===== config.mk =====
export PLATFORM = sky130hd
export DESIGN_NAME = tccw_ctrl
export DESIGN_NICKNAME = d
export VERILOG_FILES = /design/src/design/tccw_pkg.sv /design/src/design/tccw_ctrl.sv
export SDC_FILE = /design/constraint.sdc
export NUM_CORES = 1
export LEC_CHECK = 0
export BUFFER_PORTS_ARGS = -buffer_cell sky130_fd_sc_hd__buf_2
export CAP_MARGIN = 20
export CORE_AREA = 5 5 42 44
export DETAILED_ROUTE_END_ITERATION = 10
export DIE_AREA = 0 0 47 49
export GPL_TIMING_DRIVEN = 1
export SLEW_MARGIN = 20
export SYNTH_ARGS = -nofsm -noshare
export SYNTH_HDL_FRONTEND = slang
export SYNTH_SLANG_ARGS = --single-unit

===== constraint.sdc =====
create_clock -name clk -period 4.05 [get_ports clk]
set_input_delay 0.6075 -clock clk [delete_from_list [all_inputs] [get_ports clk]]
set_output_delay 0.6075 -clock clk [all_outputs]
set_load 0.1 [all_outputs]

===== src/design/tccw_pkg.sv =====
// shared types and constants for the text console cell writer
`timescale 1ns / 1ps

package tccw_pkg;

    localparam int CELL_ADDR_W = 11;
    localparam int CELL_W      = 16;
    localparam int ROW_OUT_W   = 5;
    localparam int COL_OUT_W   = 7;

    localparam logic [1:0] OP_PUT   = 2'd0;
    localparam logic [1:0] OP_CLEAR = 2'd1;
    localparam logic [1:0] OP_READ  = 2'd2;

    localparam logic [7:0] NEWLINE_CODE = 8'd10;
    localparam logic [7:0] SPACE_CODE   = 8'd32;
    localparam logic [7:0] ATTR_RESET   = 8'd23;

    typedef struct packed {
        logic [1:0]             op;
        logic [7:0]             char_code;
        logic [CELL_ADDR_W-1:0] cell_address;
    } request_t;

    typedef struct packed {
        logic [CELL_W-1:0]    cell_data;
        logic [ROW_OUT_W-1:0] cursor_row;
        logic [COL_OUT_W-1:0] cursor_col;
    } result_t;

    typedef struct packed {
        logic capture;
        logic init_step;
        logic clear_step;
        logic clear_done;
        logic scroll_step;
        logic scroll_home;
        logic put_char;
        logic use_latch;
        logic newline;
        logic read_issue;
        logic read_emit;
        logic plain_emit;
    } cmd_t;

    typedef struct packed {
        logic row_full;
        logic is_newline;
        logic last_all;
        logic last_scroll;
    } status_t;

endpackage


===== src/design/tccw_ctrl.sv =====
// controller state machine for the text console cell writer
`timescale 1ns / 1ps

module tccw_ctrl
(
    input  logic             clk,
    input  logic             rst_n,
    input  logic             start,
    input  logic [1:0]       op,
    input  tccw_pkg::status_t status,
    output tccw_pkg::cmd_t   cmd,
    output logic             busy
);

    typedef enum logic [6:0] {
        ST_INIT       = 7'b0000001,
        ST_IDLE       = 7'b0000010,
        ST_READ       = 7'b0000100,
        ST_CLEAR      = 7'b0001000,
        ST_SCROLL     = 7'b0010000,
        ST_SCROLL_END = 7'b0100000,
        ST_PUT        = 7'b1000000
    } state_t;

    state_t state_reg;
    state_t state_next;

    always_ff @(posedge clk or negedge rst_n)
    begin
        if (!rst_n)
        begin
            state_reg <= ST_INIT;
        end
        else
        begin
            state_reg <= state_next;
        end
    end

    always_comb
    begin
        state_next = state_reg;
        cmd        = '0;
        unique case (state_reg)
            ST_INIT:
            begin
                cmd.init_step = 1'b1;
                if (status.last_all)
                begin
                    state_next = ST_IDLE;
                end
            end
            ST_IDLE:
            begin
                if (start)
                begin
                    cmd.capture = 1'b1;
                    priority if (op == tccw_pkg::OP_PUT)
                    begin
                        priority if (status.is_newline)
                        begin
                            cmd.newline = 1'b1;
                        end
                        else if (status.row_full)
                        begin
                            state_next = ST_SCROLL;
                        end
                        else
                        begin
                            cmd.put_char = 1'b1;
                        end
                    end
                    else if (op == tccw_pkg::OP_CLEAR)
                    begin
                        state_next = ST_CLEAR;
                    end
                    else if (op == tccw_pkg::OP_READ)
                    begin
                        cmd.read_issue = 1'b1;
                        state_next     = ST_READ;
                    end
                    else
                    begin
                        cmd.plain_emit = 1'b1;
                    end
                end
            end
            ST_READ:
            begin
                cmd.read_emit = 1'b1;
                state_next    = ST_IDLE;
            end
            ST_CLEAR:
            begin
                cmd.clear_step = 1'b1;
                if (status.last_all)
                begin
                    cmd.clear_done = 1'b1;
                    state_next     = ST_IDLE;
                end
            end
            ST_SCROLL:
            begin
                cmd.scroll_step = 1'b1;
                if (status.last_scroll)
                begin
                    state_next = ST_SCROLL_END;
                end
            end
            ST_SCROLL_END:
            begin
                cmd.scroll_home = 1'b1;
                state_next      = ST_PUT;
            end
            ST_PUT:
            begin
                cmd.put_char  = 1'b1;
                cmd.use_latch = 1'b1;
                state_next    = ST_IDLE;
            end
            default:
            begin
                state_next = ST_IDLE;
            end
        endcase
    end

    assign busy = (state_reg != ST_IDLE);

endmodule


== Word level (Yosys, flattened, before mapping) ==
Cells that the tools add are included.
Operators by class
  equality and inequality tests: 16
  muxes and demuxes: 35
  reduce and logical (&&, ||, !) cells: 3
Operator list (count)
  2-to-1 mux 7 bit: 8
  one-hot mux 7 bit (4 select lines): 1
  2-to-1 mux 1 bit: 22
  == test 7 x 1 -> 1 bit, second input constant: 1
  == test 7 x 2 -> 1 bit, second input constant: 1
  == test 7 x 3 -> 1 bit, second input constant: 1
  == test 7 x 4 -> 1 bit, second input constant: 1
  == test 7 x 5 -> 1 bit, second input constant: 1
  == test 7 x 6 -> 1 bit, second input constant: 1
  == test 7 bit, second input constant: 1
  != test 7 x 2 -> 1 bit, second input constant: 1
  2-to-1 mux 2 bit: 3
  != test 3 bit, second input constant: 2
  AND reduction 6 bit: 1
  != test 2 bit, second input constant: 2
  != test 4 bit, second input constant: 1
  == test 2 x 1 -> 1 bit, second input constant: 1
  == test 2 bit, second input constant: 1
  zero test 2 bit: 1
  != test 2 x 1 -> 1 bit, second input constant: 1
  one-hot mux 1 bit (2 select lines): 1
  OR reduction 2 bit: 1
Word-level totals
  bits in registers: 7
  output and inout port bits: 13
  logic and storage cells: 55

== Longest topological paths before layout ==
Gate-level depths: netlist of the first run.
  depth in word-level cells: 6
  depth in mapped cells: 5
  depth with buffers taken out: 5

== Worst setup path before layout of the first run ==
Ideal clock, no wire load.
  path kind: reg-to-output
  start: register state_reg[0]
  end: output cmd[5] in the netlist's numbering
  arrival: 3.704 ns
  slack: -0.262 ns
  stages on the path, launching flop included: 5
  cell sequence: dfstp_2 > nor3_2 > nand2_1 > nor3b_1 > a21o_1
RTL lines
  start: declaration: line tccw_ctrl.sv:25  | state_t state_reg;
  start signal: assignment: line tccw_ctrl.sv:36  | state_reg <= state_next;
  end: declaration: line tccw_ctrl.sv:11  | output tccw_pkg::cmd_t cmd,

==> flow_summary.yaml, run 1 <==
cells_and_area:
  final_cell_area_sq_um: 636
  multi_input_area_sq_um: 285
  final_common_cell: "buf_2"
  final_cell_mix: "21 x buf_2, 6 x dfrtp_1, 4 x nor2_1, 4 x inv_1"
  drive_above_1_share_pct: 50.7
  largest_reg_flops: 7
  syn_to_final_growth_pct: 32.6
  nNetsFinal: 85
  fill_cells: 143
  antenna_cells: 0
  regArea_sq_um: 176
  final_util_pct: 45.4
sta:
  setup_viol: 0
  report.final.slew_viol_count: 0
  period_share_pct: 63.9
  clock_skew_ns: 0.00173
  period_minus_slack_ns: 2.59
  slew_headroom_pct: 67.6
  hold_slack_ns: 0.178
  fmax_mhz: 387
  hold_viol: 0
  setup-tns-final_ns: 0
  setup_ws_ns: 1.46
  worst_slew_pin_slew_ns: 0.490
  grt_setup_unrepaired: "false"
critical_path:
  rr_endpoint: "state_reg[0]"
  worstPathRequired_ns: 3.44
  path_buf_inv: 1
  cp_slowest_cell: "dfrtp_1"
  cp-end-kind: "output port"
  reg2reg_slack_ns: 2.63
  start_kind: "register"
  crit_arrival_ns: 1.98
  critical_path.top_delay_family: "simple AND/OR/NAND/NOR gates"
  cp_max_fo: 4
  cpPeakStageDelay_ns: 0.41
  worstReg2RegStart: "state_reg[1]"
  worstSetupPathType: "register to output port"
  worstRegToRegCells: 4
  crit_path_cell_trace: "nor4_2, nand2b_1, nor3b_2, and2_1, buf_2"
cts:
  clock-root-buffer: "clkbuf_4"
  clk_path_buf_depth: 2
  tritoncts: "built"
  htree_levels: 1
  cts_setup_buffers: 0
  clk_latency_ns: 0.25
  cts_sinks: 7
  holdBufCountCts: 0
  clkSlewWorstSetupHoldPaths_ns: 0.05
  postCtsResizedCells: 0
  numCtsBuffers: 3
placed_design:
  portBuffers: 21
  place_area_sq_um: 609
  gp_congestion: 0.718
  dp_hpwl_microns: 919
  dp_slack_ns: 1.68
global_route:
  grt-ovfl-total: 0
  track_usage_pct: 11.1
  antenna_found_initial: 0
  grt_max_degree: 8
  grt_pass1_vias: 460
  grt_pass1_wl_microns: 1910
yosys:
  ys_seq_area_share_pct: 36.8
  syn_nets: 59
  synth.area.top_cells: "dfrtp_1 31%, nor3b_1 6.3%, dfstp_2 5.5%, nor4_2 5.2%, nor3_2 4.2%"
  postSynthAreaPerCell_sq_um: 9.58
  syn_area_sq_um: 479
  yosys_warnings: 0
  yosys.cell_types.count: 27
  ys_seq_elements: 7
  yosysTopAreaCellShare_pct: 31.3
  synthCells: 50
  yosysTopAreaCell: "dfrtp_1"
min_path:
  hp-class: "input port to asynchronous set/reset pin"
drt:
  wirelength_microns: 1080
  first_pass_iters: 3
  vias: 446
  dr.max_layer_used: "met4"
  met1_length_microns: 461
  wl_met3_microns: 69
  drtIter0Drc: 1
  wl_met2_microns: 534
  drc: 0
  viasPerCell: 4.90
  wl_per_cell_microns: 11.9
  drtAntennaViolNets: 0
die:
  initial_core_util_pct: 34.2
  die_h_microns: 49
  die_w_microns: 47
  io_pins: 22
  dieArea_sq_um: 2300
  rows: 14
  core_sq_um: 1400
power_and_ir_drop:
  power_leakage_nw: 0.332
  power_density_nw_per_um2: 566
  ir_drop_v: 0.000592
job:
  drv_cap: 0
run_status:
  status: "completed"
[power by group]
group / internal [W] / switching, W / leakage, nW
Sequential: 0.0000784 / 0.00000946 / 0.0901
Combinational: 0.0000487 / 0.000160 / 0.227
Clock: 0.0000376 / 0.0000256 / 0.0150
Total: 0.000165 / 0.000195 / 0.332
[cells by family after synthesis]
| logic type | after synthesis | synth area share [%] |
|---|---|---|
| AOI/OAI and AO/OA | 6 | 13.3 |
| xor gates and xnor gates | 1 | 1.83 |
| buffers and inverters | 6 | 4.70 |
| DFF | 7 | 36.8 |
| and+or+nand+nor | 30 | 43.3 |
[area by class of cell]
class                           instances  area share [%]
Timing Repair Buffer                   21            16.5
Sequential cell                         7            27.8
Clock buffer                            4            4.13
Tap cell                               16            3.15
Multi-Input combinational cell         37            44.9
Inverter                                6            3.54
[worst max path at each step]
stage / from / to / slack [ns] / cells past startpoint
floorplan: state_reg[1] / cmd[10] / 0.39 / 3
global placement: op[1] / cmd[5] / 1.71 / 5
detailed placement: op[1] / cmd[5] / 1.68 / 5
CTS: state_reg[5] / cmd[8] / 1.45 / 5
global route: state_reg[5] / cmd[8] / 1.36 / 5
finish: state_reg[1] / cmd[8] / 1.46 / 5
[cells in the mapped netlist, drive strengths merged]
library cell	instances
a21o	1
a32o	1
o31a	1
o41ai	1
nand2	4
nor4	2
or2	1
and2	3
nor2	4
dfstp	1
and3	1
nor3b	5
o32ai	1
nor2b	1
dfrtp	6
and4b	2
nor3	5
nand3	1
o211ai	1
inv	6
nand2b	1
xnor2	1
[per-stage QoR]
step / power, W / std cells
global route: 0.000379 / 91
floorplan: 0.000265 / 50
finish: 0.000360 / 91
CTS: 0.000362 / 91
global placement: 0.000297 / 87
detailed placement: 0.000299 / 87
[worst register-to-register path: stages (launching register included)]
cell and delay [ns]:
dfrtp_1 0.41, nor4_2 0.33, nand2b_1 0.17, nor3_2 0.29
o31a_1 0.17
[layer usage]
metal / track usage [%] / up-vias
li1: - / 231
met5: 0 / -
met2: 18.1 / 15
met1: 13.8 / 198
met4: 6.91 / 0
met3: 0 / 2
(Power assumes the default switching activity.)
==> run 2, diff against run 1 <==
PLACE_DENSITY = 0.67   (was default)
clock period = 2.1 ns   (was 4.05 ns; I/O delays follow)
==> flow_summary.yaml, run 2 (same netlist as run 1, synthesis figures left out) <==
run_status:
  status: "completed"
power_and_ir_drop:
  power_frac_clock_pct: 14.1
  p_comb_share_pct: 64.2
  power_w: 0.000812
  switching_power_w: 0.000414
  intPower_w: 0.000398
  power_density_nw_per_um2: 890
  power_frac_seq_pct: 21.7
  power_leakage_nw: 0.396
  ir_drop_v: 0.000926
  sw_frac_of_total_pct: 51.0
global_route:
  grt_pass1_vias: 513
  grt_max_degree: 8
  track_usage_pct: 13.1
  grt-ovfl-total: 0
  antenna_found_initial: 0
  grt_pass1_wl_microns: 2250
placed_design:
  dp_slack_ns: 0.260
  portBuffers: 21
  gp_congestion: 0.831
  dp_hpwl_microns: 1120
sta:
  period_share_pct: 96.3
  hold_viol: 0
  slew_headroom_pct: 67.9
  clock_skew_ns: 0.00269
  hold_slack_ns: 0.314
  setup_viol: 0
  setup_ws_ns: 0.0777
  fmax_mhz: 494
  report.final.slew_viol_count: 0
  period_minus_slack_ns: 2.02
  grt_setup_unrepaired: "true"
  worst_slew_pin_slew_ns: 0.486
die:
  die_h_microns: 49
  rows: 14
  dieArea_sq_um: 2300
  io_pins: 22
  core_sq_um: 1400
  initial_core_util_pct: 34.2
  die_w_microns: 47
critical_path:
  cp_max_fo: 5
  crit_arrival_ns: 1.71
  start_kind: "register"
  cp-end-kind: "output port"
  worstPathRequired_ns: 1.78
  worstSetupPathType: "register to output port"
  worstRegToRegCells: 5
drt:
  vias: 482
  drtIter0Drc: 2
  wl_per_cell_microns: 13.6
  drc: 0
  viasPerCell: 5.07
  drtAntennaViolNets: 0
  wirelength_microns: 1290
  first_pass_iters: 4
cts:
  numCtsBuffers: 3
  clock-root-buffer: "clkbuf_4"
  cts_sinks: 7
  clkSlewWorstSetupHoldPaths_ns: 0.05
  clk_path_buf_depth: 2
  htree_levels: 1
  clk_latency_ns: 0.24
  tritoncts: "built"
cells_and_area:
  antenna_cells: 0
  fill_cells: 116
  final_util_pct: 65.1
  final_common_cell: "buf_12"
  syn_to_final_growth_pct: 90.3
  nNetsFinal: 89
  final_cell_mix: "11 x buf_12, 10 x buf_2, 4 x nor2_1, 4 x inv_1, 4 x dfrtp_1"
  drive_above_1_share_pct: 63.3
  largest_reg_flops: 7
min_path:
  hp-class: "input port to register"
  hold_path_depth: 2
job:
  drv_cap: 0
-- run 2: power groups by stage --
| stage | combinational (W) | clock [W] | sequential [W] |
|---|---|---|---|
| after CTS | 0.000507 | 0.000118 | 0.000172 |
| final | 0.000521 | 0.000114 | 0.000176 |
| after global placement | 0.000482 | 0 | 0.000171 |
| after detailed placement | 0.000492 | 0 | 0.000173 |
| after global routing | 0.000549 | 0.000126 | 0.000179 |
| after floorplan | 0.000372 | 0 | 0.000169 |
-- run 2: per-layer routing --
layer / GRT usage (%) / share of wire, %
met5: 0 / 0
met4: 4.15 / 1.9
met3: 3.69 / 3.6
met2: 21.0 / 55
met1: 16.3 / 39
-- run 2: critical path, stage by stage, from the launching register on --
cell and delay [ns]:
dfrtp_2 0.45, nor4_4 0.28, nand2b_1 0.17, nor3b_4 0.23, and2_4 0.18, buf_12 0.16
-- run 2: area by class of cell --
| cell class | instances | area [sq um] | area share (%) |
|---|---|---|---|
| Multi-Input combinational cell | 37 | 359 | 39.4 |
| Inverter | 6 | 25.0 | 2.74 |
| Tap cell | 16 | 20.0 | 2.19 |
| Clock buffer | 4 | 26.3 | 2.88 |
| Sequential cell | 7 | 179 | 19.6 |
| Timing Repair Buffer | 25 | 303 | 33.2 |
-- run 2: final timing paths --
check / from / end / slack (ns)
min in group asynchronous: rst_n / state_reg[6] / 0.43
max in group asynchronous: rst_n / state_reg[0] / 1.44
worst max register to register: state_reg[5] / state_reg[0] / 0.52
worst max-delay path: state_reg[5] / cmd[8] / 0.08
worst min-delay path: status[0] / state_reg[4] / 0.31
worst min register to register: state_reg[0] / state_reg[0] / 0.53
-- run 2: stage by stage --
stage | area, sq um | setup TNS [ns] | instances
after floorplan | 541 | -1.63 | 50
after global placement | 838 | 0 | 88
after detailed placement | 838 | 0 | 88
after CTS | 888 | 0 | 94
after global routing | 912 | -0.0759 | 95
final | 912 | 0 | 95
-- run 2: what timing repair did --
action | CTS | global route
setup endpoints to repair | 2 | 5
gates cloned | 0 | 0
resized for setup | 1 | 4
hold buffers | 1 | 0
pin swaps | 0 | 1
hold endpoints to repair | 6 | 0
buffers inserted | 1 | 1
==> run 3, diff against run 2 <==
CAP_MARGIN = default   (was 20)
CTS_BUF_LIST = sky130_fd_sc_hd__clkbuf_16   (was default)
PLACE_DENSITY = 0.77   (was 0.67)
==> flow_summary.yaml, run 3 (same netlist as run 1, synthesis figures left out) <==
placed_design:
  place_area_sq_um: 838
  portBuffers: 21
  dp_slack_ns: 0.269
  dp_hpwl_microns: 1070
  dp.cells: 88
  gp_congestion: 0.815
critical_path:
  crit_path_cell_trace: "nor3_4, and4b_4, nand2_2, inv_4, and3_4, buf_12"
  worstReg2RegStart: "state_reg[1]"
  path_buf_inv: 2
  crit_start: "state_reg[0]"
  start_kind: "register"
  cpPeakStageDelay_ns: 0.41
  cp_max_fo: 6
  worstPathRequired_ns: 1.78
  worstRegToRegCells: 5
  critical_path.top_delay_family: "simple AND/OR/NAND/NOR gates"
  crit_arrival_ns: 1.73
  cp-end-kind: "output port"
  rr_endpoint: "state_reg[0]"
  cp_slowest_cell: "dfstp_2"
  reg2reg_slack_ns: 0.52
  worstSetupPathType: "register to output port"
cts:
  tritoncts: "built"
  numCtsBuffers: 3
  clock-root-buffer: "clkbuf_16"
  clkSlewWorstSetupHoldPaths_ns: 0.04
  clk_latency_ns: 0.23
  htree_levels: 1
  cts_sinks: 7
  clk_path_buf_depth: 2
drt:
  viasPerCell: 5.08
  first_pass_iters: 2
  vias: 483
  wl_per_cell_microns: 14.1
  drtIter0Drc: 6
  drtAntennaViolNets: 0
  drc: 0
  wirelength_microns: 1340
cells_and_area:
  final_util_pct: 68.8
  syn_to_final_growth_pct: 101
  largest_reg_flops: 7
  antenna_cells: 0
  final_common_cell: "buf_12"
  drive_above_1_share_pct: 64.6
  final_cell_mix: "11 x buf_12, 9 x buf_2, 5 x inv_1"
  layout.cells.non_filler: 95
  final_cell_area_sq_um: 965
  nNetsFinal: 89
sta:
  period_minus_slack_ns: 2.05
  setup_viol: 0
  fmax_mhz: 488
  slew_headroom_pct: 67.9
  clock_skew_ns: 0.00277
  worst_slew_pin_slew_ns: 0.486
  setup_ws_ns: 0.0529
  hold_viol: 0
  report.final.slew_viol_count: 0
  setup-tns-final_ns: 0
  grt_setup_unrepaired: "true"
  period_share_pct: 97.5
global_route:
  grt_max_degree: 8
  grt-ovfl-total: 0
  grt_pass1_wl_microns: 2390
  grt_pass1_vias: 541
  antenna_found_initial: 0
  track_usage_pct: 13.8
die:
  die_w_microns: 47
  core_sq_um: 1400
  initial_core_util_pct: 34.2
  dieArea_sq_um: 2300
  rows: 14
  die_h_microns: 49
  io_pins: 22
min_path:
  hold_path_depth: 2
  hp-class: "input port to register"
  holdPathEnd: "state_reg[4]"
  hold_start: "status[0]"
run_status:
  status: "completed"
job:
  drv_cap: 0
power_and_ir_drop:
  power_density_nw_per_um2: 1070
  ir_drop_v: 0.000894
  power_leakage_nw: 0.420
[run 3: routing by layer]
layer / GRT usage (%) / vias up / wire length [microns]
li1: - / 240 / -
met1: 17.2 / 235 / 535
met2: 22.6 / 8 / 757
met3: 2.58 / 0 / 43
met4: 5.53 / 0 / 0
met5: 0 / - / 0
[run 3: power breakdown]
| part | switching (W) | internal [W] |
|---|---|---|
| clock network | 0.0000643 | 0.000247 |
| registers | 0.0000246 | 0.000152 |
| logic | 0.000354 | 0.000189 |
| total | 0.000443 | 0.000588 |
[run 3: worst max-delay path by stage]
stage          endpoint  slack (ns)  cells past startpoint
2_1_floorplan    cmd[8]       -0.47                      4
3_3_place_gp     cmd[0]        0.29                      6
3_5_place_dp     cmd[8]        0.27                      5
4_1_cts          cmd[0]       0.002                      6
5_1_grt          cmd[0]       -0.03                      6
6_report         cmd[0]        0.05                      6
[run 3: repair_timing]
item,CTS,global route
hold endpoints to repair,6,0
setup buffers,0,2
resized for setup,0,6
setup endpoints to repair,0,5
hold buffers,1,0
[run 3: metrics by stage]
stage,hold WS [ns],total power (W)
floorplan,0.0194,0.000541
global placement,0.153,0.000653
detailed placement,0.154,0.000660
CTS,0.305,0.000980
global route,0.318,0.00108
finish,0.307,0.00103
[run 3: final cells by class]
cell class              count  area [sq um]
flip-flops and latches      7           179
fillers                    95           437
multi-input cells          37           357
repair buffers             25           305
inverters                   6          25.0
clock buffers               3          75.1
well taps                  16          20.0
clock inverters             1          3.75
